==> config.mk <==
export PLATFORM = sky130hd
export DESIGN_NAME = trm_alloc
export DESIGN_NICKNAME = d
export VERILOG_FILES = /design/src/rtl/trm_pkg.sv /design/src/rtl/trm_alloc.sv
export SDC_FILE = /design/constraint.sdc
export NUM_CORES = 1
export LEC_CHECK = 0
export ABC_CLOCK_PERIOD_IN_PS = 1200
export BUFFER_PORTS_ARGS = -buffer_cell sky130_fd_sc_hd__buf_2
export CAP_MARGIN = 20
export CORE_MARGIN = 5
export CORE_UTILIZATION = 43
export DETAILED_ROUTE_END_ITERATION = 6
export GPL_ROUTABILITY_DRIVEN = 0
export GPL_TIMING_DRIVEN = 0
export PLACE_DENSITY = 0.72
export SETUP_SLACK_MARGIN = 0.2
export SYNTH_ARGS = -nofsm -noshare
export SYNTH_HDL_FRONTEND = slang
export SYNTH_SLANG_ARGS = --single-unit
==> constraint.sdc <==
create_clock -name clk_i -period 1.2 [get_ports clk_i]
set_input_delay 0.12 -clock clk_i [delete_from_list [all_inputs] [get_ports clk_i]]
set_output_delay 0.12 -clock clk_i [all_outputs]
set_load 0.05 [all_outputs]
==> src/rtl/trm_pkg.sv <==
`default_nettype none

package trm_pkg;

  // Key geometry and value width are fixed by the word format.
  localparam int unsigned LEVEL_BITS = 9;
  localparam int unsigned KEY_BITS   = 3 * LEVEL_BITS;
  localparam int unsigned VALUE_BITS = 32;
  localparam int unsigned FANOUT     = 1 << LEVEL_BITS;

  typedef enum logic [1:0] {
    FUNC_PREPARE = 2'd0,
    FUNC_SET     = 2'd1,
    FUNC_GET     = 2'd2
  } func_e;

  typedef enum logic [1:0] {
    STATUS_OK         = 2'd0,
    STATUS_UNPREPARED = 2'd1,
    STATUS_EXHAUSTED  = 2'd2
  } status_e;

  typedef enum logic [2:0] {
    S_CLEAR,
    S_IDLE,
    S_WALK_TOP,
    S_WALK_MID,
    S_DONE
  } state_e;

  typedef struct packed {
    logic [1:0]            func;
    logic [KEY_BITS-1:0]   key;
    logic [VALUE_BITS-1:0] value;
  } in_t;

  typedef struct packed {
    logic [VALUE_BITS-1:0] read_value;
    logic [1:0]            status;
  } out_t;

  // Allocation request from the walk and the pool's answer.
  typedef struct packed {
    logic commit;
    logic need_mid;
    logic need_leaf;
  } alloc_req_t;

  typedef struct packed {
    logic mid_ok;
    logic leaf_ok;
    logic exhausted;
  } alloc_rsp_t;

endpackage

`default_nettype wire

==> src/rtl/trm_alloc.sv <==
`default_nettype none

module trm_alloc #(
  parameter int unsigned MID_NODES  = 16,
  parameter int unsigned LEAF_NODES = 64
) (
  input  wire logic                               clk_i,
  input  wire logic                               rst_ni,
  input  wire trm_pkg::alloc_req_t                req_i,
  output trm_pkg::alloc_rsp_t                     rsp_o,
  output logic [$clog2(MID_NODES + 1)-1:0]        mid_node_o,
  output logic [$clog2(LEAF_NODES + 1)-1:0]       leaf_node_o
);

  localparam int unsigned MPW = $clog2(MID_NODES + 1);
  localparam int unsigned LPW = $clog2(LEAF_NODES + 1);

  logic [MPW-1:0] mid_used_q, mid_used_d;
  logic [LPW-1:0] leaf_used_q, leaf_used_d;
  logic           mid_avail, leaf_avail, mid_fail;

  always_comb begin
    mid_avail = (mid_used_q < MPW'(MID_NODES));
    leaf_avail = (leaf_used_q < LPW'(LEAF_NODES));
    mid_fail = req_i.need_mid & ~mid_avail;
    rsp_o.mid_ok = req_i.need_mid & mid_avail;
    // A leaf is only taken once the middle level is in place.
    rsp_o.leaf_ok = req_i.need_leaf & ~mid_fail & leaf_avail;
    rsp_o.exhausted = mid_fail | (req_i.need_leaf & ~mid_fail & ~leaf_avail);
    // Node numbers are stored plus one, so zero means empty.
    mid_node_o = MPW'(mid_used_q + 1'b1);
    leaf_node_o = LPW'(leaf_used_q + 1'b1);
  end

  always_comb begin
    mid_used_d = mid_used_q;
    leaf_used_d = leaf_used_q;
    if (req_i.commit && rsp_o.mid_ok) begin
      mid_used_d = mid_node_o;
    end
    if (req_i.commit && rsp_o.leaf_ok) begin
      leaf_used_d = leaf_node_o;
    end
  end

  always_ff @(posedge clk_i or negedge rst_ni) begin
    if (!rst_ni) begin
      mid_used_q <= '0;
      leaf_used_q <= '0;
    end else begin
      mid_used_q <= mid_used_d;
      leaf_used_q <= leaf_used_d;
    end
  end

endmodule

`default_nettype wire

==> impl_results.md, run 1 <==
- Status: did not finish
- Last stage: clock tree synthesis (4_1_cts)
- Run Error: [ERROR DPL-0038] Utilization greater than 100%, impossible to legalize
- Yosys cell types: 18
- Die extent in y: slightly below 50 um
- Initial Util: a little under half
- Clock Sinks: 12
- Root Buffer: clkbuf_4
- CTS hold repair buffers: 1
- Post-synthesis mux area share: a little over 4%
- Mapped Area: ~630 um^2
- I/O Buffers: 19
- H-tree levels: 1
- DIE WIDTH: between 40 and 50 um
- Post-synthesis sequential area ratio: a little under half
- Post-Synth Adder-Cell Area: between 3 and 4%
- Post-Syn Instances: between 50 and 60
- Xor and xnor area share after synthesis: 22.2%
- Cell Area, Placed: approximately 950 um^2
- Synth Area in Compound Gates: under 10%
- CTS buffer count: 3
- Max Root-Sink Buffers: 2
- Post-Synth Simple-Gate Area: between 10% and 20%
- Post-CTS Setup Inserts: 22
- Synth Net Count: 63
- Synth warn: 0
- HPWL after DPL: 1030 um
- # IOs: 20
- Synth Area per Inst: about 11 um^2
- Yosys reg bits: 12
- # rows: 13
- PostCTS Resize Cnt: between 60 and 70
- Largest family of logic cells by synthesized area: XOR/XNOR gates
synthesized netlist by cell type:
cell type  number  area, um^2
o21bai_1        1        7.51
nor2_1          1        3.75
nand3_1         3        15.0
and4b_1         1        10.0
dfrtp_1        12         300
and2b_2         1        8.76
mux2_4          1        15.0
and3_1          4        25.0
and3b_2         1        10.0
xor2_1          7        61.3
inv_1           2        7.51
xnor2_1         9        78.8
nand2_2         1        6.26
a21o_2          1        8.76
ha_1            2        25.0
nand2_1         7        26.3
buf_6           1        11.3
mux2_2          1        11.3
cells by family after synthesis:
| family | count (synthesis) |
|---|---|
| DFF | 12 |
| muxes | 2 |
| and+or+nand+nor | 19 |
| AOI/OAI and AO/OA | 2 |
| adders and majority gates | 2 |
| buffers and inverters | 3 |
| xor gates and xnor gates | 16 |
per-stage QoR:
stage	std cells	setup WS, ns
after global placement	90	-0.343
after detailed placement	90	-0.360
after floorplan	56	-0.238
==> run 2: changes to the inputs <==
==> config.mk (replaced) <==
export PLATFORM = sky130hd
export DESIGN_NAME = trm_alloc
export DESIGN_NICKNAME = d
export VERILOG_FILES = /design/src/rtl/trm_pkg.sv /design/src/rtl/trm_alloc.sv
export SDC_FILE = /design/constraint.sdc
export NUM_CORES = 1
export LEC_CHECK = 0
export ABC_CLOCK_PERIOD_IN_PS = 1600
export BUFFER_PORTS_ARGS = -buffer_cell sky130_fd_sc_hd__buf_2
export CAP_MARGIN = 20
export CORE_AREA = 5 5 66 68
export DETAILED_ROUTE_END_ITERATION = 6
export DIE_AREA = 0 0 71 73
export GPL_ROUTABILITY_DRIVEN = 0
export GPL_TIMING_DRIVEN = 0
export PLACE_DENSITY_LB_ADDON = 0.15
export SYNTH_ARGS = -nofsm -noshare
export SYNTH_HDL_FRONTEND = slang
export SYNTH_SLANG_ARGS = --single-unit
==> constraint.sdc (replaced) <==
create_clock -name clk_i -period 1.6 [get_ports clk_i]
set_input_delay 0.16 -clock clk_i [delete_from_list [all_inputs] [get_ports clk_i]]
set_output_delay 0.16 -clock clk_i [all_outputs]
set_load 0.05 [all_outputs]
==> run 2 against run 1 <==
  * The flow now finishes, with violations (setup timing)
  * Synthesized area is the same
  * Synthesized cell count unchanged
==> impl_results.md, run 2 <==
- DRT iter0 DRCs: 1
- Largest net degree at the start of global routing: 13
- # DRC: 0
- Top FF cell, synth: dfrtp_1
- Worst hold path class: primary input to flop
- Die extent in y: between 70 and 80 um
- Buf/Inv on CP: 1
- Via count: approximately 470
- First-pass GRT wire length: between 2000 and 2500 um
- Max-cap violations: 0
- Largest stage delay on the critical path: a little over 0.4 ns
- Met3 wire len: between 50 and 60 um
- TritonCTS clock tree: built
- WL met1: between 600 and 700 um
- Area leader, netlist: dfrtp_1
- CP cell instances: ha_4 -> and3_4 -> and3_4 -> xor2_2 -> buf_6
- Synth warn: 0
- CP Class: flop to output port
- Max layer used: met4
- Max Root-Sink Buffers: 2
- Root Buffer: clkbuf_8
- Fin. Hold Viols: 0
- HPWL after DPL: 1050 um
- I/O Buffers: 19
- 1st-pass router iterations: 4
- Worst Setup End Kind: output port
- Final Slew Violations: 0
- Synth Net Count: 63
- Async SR Flop Fraction: 100%
- Area delta synth->final: 54.1%
- CTS buffer count: 3
- Clock Sinks: 12
- Slew headroom: between 80 and 90%
- Yosys top cell area share: 47.5%
- Yosys reg bits: 12
- Worst-path clk slew: 0.06 ns
- Layout cells sized above 1: a little over half
- Violated checks: setup timing
- Met2 Routed Length: 641 um
- Cell Area, Placed: 820 um^2
- Final period utilization: 105%
- Period minus WS final: 1.68 ns
- Final WL: 1360 um
- Cell mode on critical path: and3_4
- Clock Latency Late Sink: roughly 0.24 ns
- Number of synthesized flops with an enable pin: 0
- Die ar.: a little over 5000 um^2
- H-tree levels: 1
- CP startpoint kind: flop
- Final instance area: 973 um^2
- Post-Syn Instances: 56
- DIE WIDTH: around 71 um
- Largest registers: leaf_used_q: 7 flops, mid_used_q: 5 flops
- Final setup viols: 3
- Worst-Margin Slew: 0.285 ns
- Mapped Area: ~630 um^2
- Top cells by area, synth: dfrtp_1, xnor2_1, xor2_1
- Commonest cells in the netlist: dfrtp_1, xnor2_1, nand2_1, xor2_1, and3_1
- Req. time, crit path: around 1.4 ns
- Number of global-route vias before repair: 519
- Most frequent cells in the layout: buf_2, dfrtp_1, xnor2_1
- CP delay by family, top: flip-flops
- Synth Area per Inst: about 11 um^2
- Largest register FFs: 7
- Yosys cell types: 18
- Fmax: a little under 600 MHz
- Worst Path Arrival: about 1.5 ns
- Worst-case clock skew: around 0.0023 ns
- Most common cell after layout, fill and taps aside: buf_2
- Worst-path fanout max: 3
- GRT Overall Usage: under 10%
- Largest reg by FF count: leaf_used_q
- Post-DR wirelength/cell: between 10 and 15 um
- # diodes: 0
- Initial antenna violation count: 0
- Initial Util: between 10% and 20%
- # rows: 23
- Slowest CP cell: dfrtp_1
- Final ANT Viol Nets: 0
- Core Area: 3800 um^2
- RSZ-0062 raised after global routing: yes
- Post-synthesis sequential area ratio: between 40% and 50%
- Status: finished with violations
- Layout net count: 92
- Vias/cell: roughly 3.5
- Final setup margin: -0.0772 ns
- Count leader, synth: dfrtp_1
- # IOs: 20
- GRT overflow: 0
-- run 2: cell counts after synthesis --
Identical to the previous run, type by type.
-- run 2: path summary, 6_finish.rpt --
kind                                     start             end  slack, ns  cells after the start
max in group asynchronous               rst_ni   mid_used_q[4]       1.04                      2
min in group asynchronous               rst_ni  leaf_used_q[5]       0.33                      2
worst max register to register   mid_used_q[4]   mid_used_q[1]       0.30                      3
worst min-delay path                  req_i[2]   mid_used_q[2]       0.23                      3
worst min register to register   mid_used_q[3]   mid_used_q[3]       0.53                      1
worst max-delay path            leaf_used_q[0]  leaf_node_o[6]      -0.08                      5
-- run 2: kinds of logic (layout without fill, tap and decap cells) --
logic type	after synthesis	in the layout	synth area share (%)
multiplexers	2	2	4.16
buffers and inverters	3	31	2.97
XOR/XNOR	16	16	22.2
AND/OR/NAND/NOR	19	19	16.6
flip-flops	12	12	47.5
adder cells (fa/ha/maj)	2	2	3.96
AO/OA/AOI/OAI	2	2	2.57
-- run 2: final cells by class --
class / instances / area [um^2]
clock buffer: 4 / 55.1
inverter: 2 / 7.51
buffer: 1 / 11.3
tap: 50 / 62.6
timing repair buffer: 24 / 159
sequential: 12 / 300
multi-input combinational: 41 / 378
fill: 421 / 2830
-- run 2: per-layer routing --
layer / up-vias / global-route usage [%]
met5: - / 0
met4: 0 / 5.01
met3: 4 / 1.52
met2: 11 / 8.96
met1: 216 / 6.45
li1: 235 / -
-- run 2: what timing repair did --
action                                  4_1_cts  5_1_grt
hold endpoints to repair                     12        0
hold buffers                                  1        0
gates resized for setup                       8        8
buffers inserted                              2        2
pin swaps                                     1        1
endpoints found under the setup margin        4        4
-- run 2: stage by stage --
stage | setup WS [ns] | utilization [%] | TNS [ns] | cells | hold slack [ns]
floorplan | -0.0821 | - | -0.0821 | 56 | -0.136
global placement | -0.0565 | 21.6 | -0.0565 | 125 | 0.0654
detailed placement | -0.0518 | 21.6 | -0.0518 | 125 | 0.0656
CTS | -0.0990 | 24.6 | -0.128 | 132 | 0.232
global route | -0.133 | 25.6 | -0.317 | 134 | 0.249
finish | -0.0772 | 25.6 | -0.148 | 134 | 0.233
-- run 2: worst min-delay path, stage by stage --
cell and delay, ns:
buf_2 0.12, nand3_1 0.09, xnor2_1 0.06
Power of run 2 is not shown: default switching activity piles up to over one toggle a cycle in this logic, so the estimate is an artifact.
==> run 3: changes to the inputs <==
--- a/config.mk
+++ b/config.mk
@@ -5,7 +5,7 @@
 export SDC_FILE = /design/constraint.sdc
 export NUM_CORES = 1
 export LEC_CHECK = 0
-export ABC_CLOCK_PERIOD_IN_PS = 1600
+export ABC_CLOCK_PERIOD_IN_PS = 1400
 export BUFFER_PORTS_ARGS = -buffer_cell sky130_fd_sc_hd__buf_2
 export CAP_MARGIN = 20
 export CORE_AREA = 5 5 66 68
==> constraint.sdc (replaced) <==
create_clock -name clk_i -period 1.4 [get_ports clk_i]
set_input_delay 0.14 -clock clk_i [delete_from_list [all_inputs] [get_ports clk_i]]
set_output_delay 0.14 -clock clk_i [all_outputs]
set_load 0.05 [all_outputs]
==> run 3 against run 2 <==
  * The run still ends with setup timing left
  * Hold slack got worse by 0.012 ns
  * First-iteration DRC count increased to 10 times the previous value
  * Non-clock buffer count increased by 4
  * Clock skew about the same
  * Design area increased by 13%
  * Global-route usage about the same
  * Critical endpoint is now leaf_node_o[5]
  * Highest routed layer unchanged
==> impl_results.md, run 3 (synthesis gave the netlist of run 2 again) <==
- CP delay by family, top: simple AND/OR/NAND/NOR gates
- HPWL after DPL: 1040 um
- Violated checks: setup timing
- DRT iter0 DRCs: 10
- Largest stage delay on the critical path: around 0.42 ns
- Worst-path fanout max: 3
- WL met1: 564 um
- TritonCTS clock tree: built
- Final Slew Violations: 0
- RSZ-0062 raised after global routing: yes
- Clock Latency Late Sink: about 0.24 ns
- WHS: 0.221 ns
- I/O Buffers: 19
- CTS buffer count: 3
- Largest register FFs: 7
- Largest registers: leaf_used_q: 7 flops, mid_used_q: 5 flops
- Cell mode on critical path: and3_2
- GRT overflow: 0
- Req. time, crit path: between 1 and 1.5 ns
- Initial antenna violation count: 0
- Area delta synth->final: 74.3%
- DIE WIDTH: 71 um
- Max-cap violations: 0
- First-pass GRT wire length: approximately 2300 um
- Largest reg by FF count: leaf_used_q
- Worst Setup End Kind: output port
- # diodes: 0
- Worst Path Arrival: around 1.5 ns
- CP Class: flop to output port
- Slowest CP cell: dfrtp_1
- Clock Sinks: 12
- Vias/cell: approximately 3.7
- Buf/Inv on CP: 1
- Number of global-route vias before repair: between 500 and 600
- Slew headroom: 81.2%
- # IOs: 20
- Layout net count: between 90 and 100
- CP startpoint kind: flop
- GRT Overall Usage: 5.69%
- Final setup margin: -0.259 ns
- Worst-case clock skew: roughly 0.0026 ns
- Root Buffer: clkbuf_8
- Final period utilization: 119%
- Largest net degree at the start of global routing: 13
- 1st-pass router iterations: 2
- # rows: 23
- Most frequent cells in the layout: buf_2, dfrtp_1, buf_4
- Via count: approximately 510
- Final setup viols: 4
- Core Area: 3800 um^2
- Die ar.: a little over 5000 um^2
- CP cell instances: and3_2 -> and3_2 -> xor2_4 -> buf_4
- Worst-Margin Slew: 0.282 ns
- Fin. Hold Viols: 0
- Status: finished with violations
- Fmax: around 600 MHz
- Met2 Routed Length: ~810 um
- Worst hold path class: primary input to flop
- Final WL: 1440 um
- Most common cell after layout, fill and taps aside: buf_2
- Max Root-Sink Buffers: 2
- Met3 wire len: approximately 49 um
- # DRC: 0
- Layout cells sized above 1: 62.5%
- Die extent in y: roughly 73 um
- Post-layout util: 29.0%
- Setup_tns: -0.868 ns
- Period minus WS final: ~1.7 ns
- Final ANT Viol Nets: 0
- H-tree levels: 1
- Initial Util: 16.6%
- Worst-path clk slew: approximately 0.050 ns
- Max layer used: met4
- Post-DR wirelength/cell: between 10 and 15 um
==> run 3: changes by cell type in the layout (fill, tap and decap cells not counted), sizes merged <==
cell,previous run,this run
buf,23,28
clkbuf,5,4
==> run 3: per-layer routing <==
metal  track usage [%]  up-vias
met5                 0        -
met1              5.99      252
li1                  -      245
met4              4.38        0
met3             0.964        2
met2              10.1        8
==> run 3: final timing paths <==
path / startpoint / end / slack, ns / depth (start not counted)
min: req_i[2] / mid_used_q[2] / 0.22 / 3
min reg2reg: leaf_used_q[3] / leaf_used_q[3] / 0.58 / 1
max reg2reg: mid_used_q[4] / mid_used_q[1] / 0.09 / 3
max in group asynchronous: rst_ni / mid_used_q[1] / 0.85 / 2
min in group asynchronous: rst_ni / leaf_used_q[5] / 0.31 / 2
max: leaf_used_q[0] / leaf_node_o[5] / -0.26 / 4
==> run 3: final cells by class <==
| class | count | area, um^2 |
|---|---|---|
| buffer | 1 | 11.3 |
| clock buffer | 4 | 55.1 |
| fill | 423 | 2700 |
| inverter | 2 | 7.51 |
| multi-input combinational | 41 | 450 |
| sequential | 12 | 303 |
| tap | 50 | 62.6 |
| timing repair buffer | 28 | 211 |
==> run 3: what timing repair did <==
item	in CTS	in global routing
pin swaps	3	4
endpoints found under the hold margin	12	0
gates cloned	0	0
hold buffers	1	0
endpoints found under the setup margin	9	7
gates resized for setup	23	7
buffers inserted	4	4
==> run 3: through the flow <==
step	cells	worst slack, ns	area [um^2]
6_report	138	-0.259	1100
2_1_floorplan	56	-0.152	707
4_1_cts	134	-0.268	1040
3_3_place_gp	125	-0.292	865
3_5_place_dp	125	-0.295	865
5_1_grt	138	-0.316	1100
==> run 3: worst reg2reg max path, stage by stage, from the launching register on <==
cell and delay (ns):
dfrtp_1 0.43, and2b_2 0.26, nand2_1 0.16, mux2_2 0.35
Power of run 3 is left out for the same reason.
